### src/hdl/tcw_pkg.sv
// Shared types and constants of the text console writer.
// No dependencies; used by the cursor unit and the top level.
`default_nettype none

package tcw_pkg;

  // Request codes of the command port.
  typedef enum logic [1:0] {
    REQ_PUT   = 2'd0,
    REQ_CLEAR = 2'd1,
    REQ_READ  = 2'd2
  } req_e;

  // Configuration register indexes.
  localparam int unsigned CFG_IDX_W = 1;
  localparam logic [CFG_IDX_W-1:0] CFG_FG = 1'b0;
  localparam logic [CFG_IDX_W-1:0] CFG_BG = 1'b1;
  localparam int unsigned COLOR_W = 4;

  // Cell layout: attribute in the high byte, character in the low byte.
  localparam int unsigned CELL_W = 16;
  localparam logic [7:0] CHAR_NEWLINE = 8'd10;
  localparam logic [7:0] CHAR_BLANK   = 8'd32;
  localparam logic [7:0] CHAR_DEL     = 8'd127;
  localparam logic [7:0] ATTR_RESET   = 8'h0F;

  // What a request does to the screen memory.
  typedef struct packed {
    logic put_wr;    // write the character at once
    logic scroll;    // scroll the screen up one row first
    logic defer_wr;  // write the character after the scroll
  } plan_t;

endpackage

`default_nettype wire

### src/hdl/tcw_cursor.sv
// Cursor registers of the text console writer and the decision of what a
// request does to the screen. Depends on tcw_pkg.
`default_nettype none

module tcw_cursor #(
  parameter int unsigned COLUMNS = 80,
  parameter int unsigned LINES   = 25,
  parameter int unsigned CW      = $clog2(COLUMNS + 1),
  parameter int unsigned RW      = $clog2(LINES),
  parameter int unsigned AW      = $clog2(COLUMNS * LINES)
) (
  input  wire logic          clk_i,
  input  wire logic          rst_ni,
  input  wire logic          accept_i,
  input  wire logic [1:0]    req_type_i,
  input  wire logic [7:0]    char_code_i,
  input  wire logic          reset_pos_i,
  output tcw_pkg::plan_t     plan_o,
  output      logic [AW-1:0] put_addr_o,
  output      logic [CW-1:0] col_o,
  output      logic [RW-1:0] row_o
);

  import tcw_pkg::*;

  localparam logic [RW-1:0] LAST_ROW = RW'(LINES - 1);

  logic [CW-1:0] col_q, col_d;
  logic [RW-1:0] row_q, row_d;
  logic          printable, newline, wrap, last;
  logic [RW-1:0] row_sel;
  logic [CW-1:0] col_sel;
  plan_t         plan;

  assign printable = (char_code_i >= CHAR_BLANK) && (char_code_i < CHAR_DEL);
  assign newline   = (char_code_i == CHAR_NEWLINE);
  assign wrap      = (col_q >= CW'(COLUMNS));
  assign last      = (row_q == LAST_ROW);

  // Cell address of a printed character: a full line moves to the next row.
  assign row_sel    = wrap ? row_q + RW'(1) : row_q;
  assign col_sel    = wrap ? '0 : col_q;
  assign put_addr_o = AW'(32'(row_sel) * 32'(COLUMNS) + 32'(col_sel));

  // Next cursor and memory action of the request on the command port.
  always_comb begin
    col_d = col_q;
    row_d = row_q;
    plan  = '0;
    unique case (req_type_i)
      REQ_PUT: begin
        if (printable) begin
          if (wrap && last) begin
            plan.scroll   = 1'b1;
            plan.defer_wr = 1'b1;
            col_d         = CW'(1);
          end else begin
            plan.put_wr = 1'b1;
            row_d       = row_sel;
            col_d       = col_sel + CW'(1);
          end
        end else if (newline) begin
          col_d = '0;
          if (last) begin
            plan.scroll = 1'b1;
          end else begin
            row_d = row_q + RW'(1);
          end
        end
      end
      REQ_CLEAR: begin
        if (reset_pos_i) begin
          col_d = '0;
          row_d = '0;
        end
      end
      default: begin
      end
    endcase
  end

  // The cursor moves at the transfer of a request.
  always_ff @(posedge clk_i or negedge rst_ni) begin
    if (!rst_ni) begin
      col_q <= '0;
      row_q <= '0;
    end else if (accept_i) begin
      col_q <= col_d;
      row_q <= row_d;
    end
  end

  assign plan_o = plan;
  assign col_o  = col_q;
  assign row_o  = row_q;

endmodule

`default_nettype wire

### config.mk
export PLATFORM = sky130hd
export DESIGN_NAME = tcw_cursor
export DESIGN_NICKNAME = d
export VERILOG_FILES = /design/src/hdl/tcw_pkg.sv /design/src/hdl/tcw_cursor.sv
export SDC_FILE = /design/constraint.sdc
export NUM_CORES = 1
export LEC_CHECK = 0
export BUFFER_PORTS_ARGS = -buffer_cell sky130_fd_sc_hd__buf_4
export CORE_UTILIZATION = 45
export DETAILED_ROUTE_END_ITERATION = 7
export GPL_ROUTABILITY_DRIVEN = 1
export PLACE_DENSITY = 0.71
export SYNTH_ARGS = -nofsm -noshare
export SYNTH_HDL_FRONTEND = slang
export SYNTH_SLANG_ARGS = --single-unit
### constraint.sdc
create_clock -name clk_i -period 3.5 [get_ports clk_i]
set_clock_uncertainty 0.2 [all_clocks]
set_input_delay 0.35 -clock clk_i [delete_from_list [all_inputs] [get_ports clk_i]]
set_output_delay 0.35 -clock clk_i [all_outputs]
set_load 0.005 [all_outputs]
## Word-level counts from Yosys, hierarchy flattened

Cells that the tools add are included.

- Logic and storage cells: 43
- Output and inout bits: 26
- Register bits after elaboration: 12
- Input port bits: 14

- Order comparisons: 3
- Mux-type cells: 21
- Eq/ne operators: 7
- $add $sub $neg: 3
- Reduce and logical (&&, ||, !) cells: 6
- Multipliers: 1

Operators with widths:

| kind | number |
|---|---|
| $mux W7 | 5 |
| $mux W5 | 6 |
| $pmux W7 S2 | 1 |
| $add A11 B7 Y11 | 1 |
| $pmux W5 S2 | 1 |
| $ne A3 B3 Y1 const B | 3 |
| $eq A8 B4 Y1 const B | 1 |
| $ge A8 B6 Y1 const B | 1 |
| $lt A8 B7 Y1 const B | 1 |
| $add A7 B1 Y7 const B | 1 |
| $ge A7 B7 Y1 const B | 1 |
| $mul A5 B3 Y7 const B | 1 |
| $mux W1 | 6 |
| $reduce_and A6 Y1 | 1 |
| $add A5 B1 Y5 const B | 1 |
| $eq A5 B5 Y1 const B | 1 |
| $reduce_and A4 Y1 | 1 |
| $mux W3 | 1 |
| $eq A2 B1 Y1 const B | 1 |
| $logic_and A1 B1 Y1 | 2 |
| $logic_not A2 Y1 | 1 |
| $mux W2 | 1 |
| $ne A2 B2 Y1 const B | 1 |
| $reduce_bool A2 Y1 | 1 |

## Depth between registers and ports, before layout

- Word-level depth: 6
- Mapped depth: 12
- Depth with buffers taken out: 11

## Worst setup path before layout

Ideal clock, no wire load.

- Path kind: register to output
- From: reg col_q[5] (netlist: col_o[5])
- To: out put_addr_o[10]
- Path buffers: 2
- Required time: 2,950 ps
- Arrival: 2,458 ps
- Cell stages (with the launch flop): 12
- Slack: 492 ps
- Path through: dfrtp_1 buf_2 o21ai_0 buf_2 nor2_1 xnor2_1 xor2_1 ha_1 fa_1 xor2_1 nand4_1 xnor2_1

- Word-level cells in the longest chain between the ends: 4
- Elaborated cells between the ends (all ways): 5
- Those cells by class: add/sub: 1; mul: 1; order compare: 1; mux: 2

RTL lines:

| item | RTL line | text |
|---|---|---|
| start: declaration | tcw_cursor.sv:28 | `logic [CW-1:0] col_q, col_d;` |
| start signal: assignment | tcw_cursor.sv:88 | `col_q <= col_d;` |
| $ge A7 B7 Y1 | tcw_cursor.sv:37 | `assign wrap = (col_q >= CW'(COLUMNS));` |
| $mux W5 | tcw_cursor.sv:41 | `assign row_sel = wrap ? row_q + RW'(1) : row_q;` |
| $mul A5 B3 Y7 | tcw_cursor.sv:43 | `assign put_addr_o = AW'(32'(row_sel) * 32'(COLUMNS) + 32'(col_sel));` |
| $add A11 B7 Y11 * | tcw_cursor.sv:43 |  |
| end: declaration | tcw_cursor.sv:19 | `output logic [AW-1:0] put_addr_o,` |

Mark *: on every way between the ends. The rest lies on a longest branch, timed or not.

## Worst setup path after layout

- From: reg row_q[0] (netlist: row_o[0])
- To: out put_addr_o[10]

- Word-level cells in the longest chain between the ends: 4

RTL lines:

| item | RTL line | text |
|---|---|---|
| start: declaration | tcw_cursor.sv:29 | `logic [RW-1:0] row_q, row_d;` |
| start signal: assignment | tcw_cursor.sv:89 | `row_q <= row_d;` |
| $add A5 B1 Y5 | tcw_cursor.sv:41 |  |
| $mux W5 * | tcw_cursor.sv:41 |  |
| $mul A5 B3 Y7 * | tcw_cursor.sv:43 |  |
| $add A11 B7 Y11 * | tcw_cursor.sv:43 |  |

Marked as above.

==> summary.md <==
| Metric | Value |
|---|---|
| Crit path cell chain | ha_2, and3_1, nand2_1, xnor2_2, ha_4, fa_1, xor2_2, nand4_1, xnor2_1, buf_4 |
| Die ar. | 3110 sq um |
| Power Internal | 0.462 mW |
| Final #Nets | 224 |
| Site Rows | 19 |
| Worst hold path class | input port to asynchronous set/reset pin |
| Mapped cell area | around 1300 sq um |
| All-Layer GR Usage | 23.6% |
| Power, Total | ~0.77 mW |
| Finished Layout Cells | 228 |
| Arr. time, crit path | 2.87 ns |
| Share of the synthesized area in the top cell type | 23.1% |
| Initial Utilization | 47.2% |
| Setup crit start kind | flop |
| Post-Syn Instances | 157 |
| Post-synthesis sequential area ratio | 23.1% |
| Largest net degree at the start of global routing | 18 |
| R2R Path Start | col_o[5] |
| Sw Ratio | 39.7% |
| Final wirelength | 3.61 mm |
| Comb power frac | between 50% and 60% |
| GP Congestion | 0.835 |
| Post-layout util | 62.2% |
| Antenna violations before repair | 0 |
| Switching power | between 0.3 and 0.4 mW |
| Clk Latency, worst-skew pair | 0.28 ns |
| Most frequent cell after synthesis | o21ai_0 |
| Status | completed |
| Final hold vios | 0 |
| # diodes | 0 |
| Syn avg cell area | 8.29 sq um |
| Vias per inst | slightly above 6 |
| VDD IR max | 351 uV |
| Core area | 2760 sq um |
| Crit Path Class | flop to output port |
| CP Capture Type | output port |
| WP data required | 2.95 ns |
| Yosys reg bits | 12 |
| Worst Tran Pin Value | 0.892 ns |
| Clk pwr share | about 15% |
| Top Family by Delay on Critical Path | adder cells |
| Area delta synth->final | 31.8% |
| Post-synth EDFFs | 0 |
| Cell area after layout | 1720 sq um |
| Reg area | 305 sq um |
| Worst path depth | 10 |
| Number of max-cap violations | 0 |
| Die extent in y | 55.8 um |
| CTS root buf | clkbuf_4 |
| Synth top area cells | dfrtp_1 23%, ha_1 11%, xnor2_1 8.1%, o21ai_0 6.2%, nor2_1 3.2% |
| Power Dens Cells | 446 nW/um^2 |
| Synth cell count leaders | 16 x o21ai_0, 12 x dfrtp_1, 12 x xnor2_1 |
| Share of power burned in registers | ~28% |
| Total iterations of the first detailed-routing run | 5 |
| Placed insts | 222 |
| Rel. slew slack | 40.4% |
| GRT overflow | 0 |
| Worst Reg-to-Reg Cells | 8 |
| HPWL after DPL | around 2.6 mm |
| Max Clock Freq | 0.293 GHz |
| Fillers | 224 |
| R2R Path End | col_o[4] |
| Post-DP Area | 1610 sq um |
| Final ANT Viol Nets | 0 |
| Port-buffer cells | 39 |
| Worst Path Buf+Inv | 1 |
| Asr flop ratio synth | 100% |
| Ys Warns | 0 |
| WL/cell | 15.8 um |
| Longest Clk Path Bufs | 2 |
| Number of global-route vias before repair | about 1300 |
| Pleak | ~0.8 nW |
| Max H-tree Level | 1 |
| Crit-path max FO | 6 |
| Area occupied by multi-input gates | 991 sq um |
| Reg clk slew, reported paths | 0.08 ns |
| Via Count | 1404 |
| Post-synth top flop | dfrtp_1 |
| Clock sinks | 12 |
| First-pass GRT wire length | 5.94 mm |
| Die Width | 55.8 um |
| # setup viols final | 0 |
| Syn Nets | around 180 |
| Synth unique cells | 45 |
| Slowest stage delay, CP | 0.47 ns |
| Critical Path End | put_addr_o[10] |
| CTS tree | built |
| Slack of the worst reg-to-reg path | 1.30 ns |
| 1st-iter DRT viols | 46 |
| Critical Path Start | row_o[0] |
| Cell taking the most area after synthesis | dfrtp_1 |
| Share of cells above drive strength 1 | 33.0% |
| IO Count | 40 |
| Fin crit period | ~3.4 ns |
| Fin. max-slew vios | 0 |
| Cts bufs inserted | 3 |
| DRC violations left | 0 |
| CP max-delay cell | fa_1 |
| Post-route clock period utilization | 97.6% |
[how the worst min path moves through the flow]
stage,to,cells past startpoint
3_5_place_dp,row_o[0],1
5_1_grt,col_o[2],2
6_report,col_o[2],2
4_1_cts,col_o[0],2
2_1_floorplan,col_o[0],0
3_3_place_gp,row_o[0],1
[area by class of cell]
| type | instances | area share, % |
|---|---|---|
| Clock buffer | 4 | 2.12 |
| Tap cell | 31 | 2.26 |
| Inverter | 5 | 1.09 |
| Timing Repair Buffer | 43 | 19.0 |
| Multi-Input combinational cell | 133 | 57.8 |
| Sequential cell | 12 | 17.8 |
[kinds of logic (layout without fill, tap and decap cells)]
group / count (synthesis) / in the layout / share of synthesized area, %
flops: 12 / 12 / 23.1
buf+inv: 12 / 52 / 4.04
simple gates: 60 / 60 / 27.1
compound gates: 47 / 47 / 24.2
xor+xnor: 14 / 14 / 9.42
fa+ha+maj: 12 / 12 / 12.1
[layout by cell type (no fill, tap or decap), types with 2 or more instances in the layout]
cell type	synthesis	layout
buf_4	0	42
o21ai_0	16	15
nor2_1	11	11
xnor2_1	12	10
ha_1	11	9
nand2_1	8	8
nand3_1	8	8
dfrtp_1	12	8
a21oi_1	8	7
nor3_1	6	6
inv_1	5	5
and2_1	5	5
and3_1	4	4
nand4_1	4	4
dfrtp_2	0	4
nor2b_1	3	3
clkbuf_4	0	3
o21ai_1	1	2
xnor2_2	0	2
o221ai_1	2	2
a21o_1	2	2
nand2b_1	2	2
o21a_1	3	2
o311ai_1	2	2
o41ai_1	2	2
[through the flow]
stage / TNS, ns / setup slack (ns) / hold slack, ns
6_report: 0 / 0.0849 / 0.244
4_1_cts: 0 / 0.0244 / 0.247
3_3_place_gp: 0 / 0.328 / 0.00195
2_1_floorplan: 0 / 0.492 / -0.146
5_1_grt: -0.0574 / -0.0298 / 0.258
3_5_place_dp: 0 / 0.214 / 0.00264
[worst register-to-register path: cells and delay by family (launching register included)]
kind,cells,cell delay (ns)
flops,1,0.49
fa+ha+maj,1,0.21
compound gates,3,0.49
simple gates,3,0.48
buf+inv,1,0.20
[registers in the layout, summed over array words and instances (netlist names)]
name   cells
row_o      5
col_o      7
[what timing repair did]
action	4_1_cts	5_1_grt
endpoints found under the hold margin	12	0
endpoints found under the setup margin	2	2
resized for setup	5	7
setup buffers	0	1
hold buffers	1	0
pin swaps	1	1
[power groups by stage]
stage	registers [mW]	clock network, mW	logic [mW]
5_1_grt	0.215	0.124	0.485
3_3_place_gp	0.207	0	0.401
4_1_cts	0.209	0.116	0.416
2_1_floorplan	0.196	0	0.241
6_report	0.211	0.117	0.438
3_5_place_dp	0.209	0	0.407
[layer usage]
metal | global-route usage, % | share of wire (%)
met3 | 5.58 | 5.7
met1 | 31.2 | 43
met4 | 3.93 | 0.69
met5 | 0 | 0
met2 | 39.8 | 51
No activity file was read; power rests on OpenSTA's default activity.
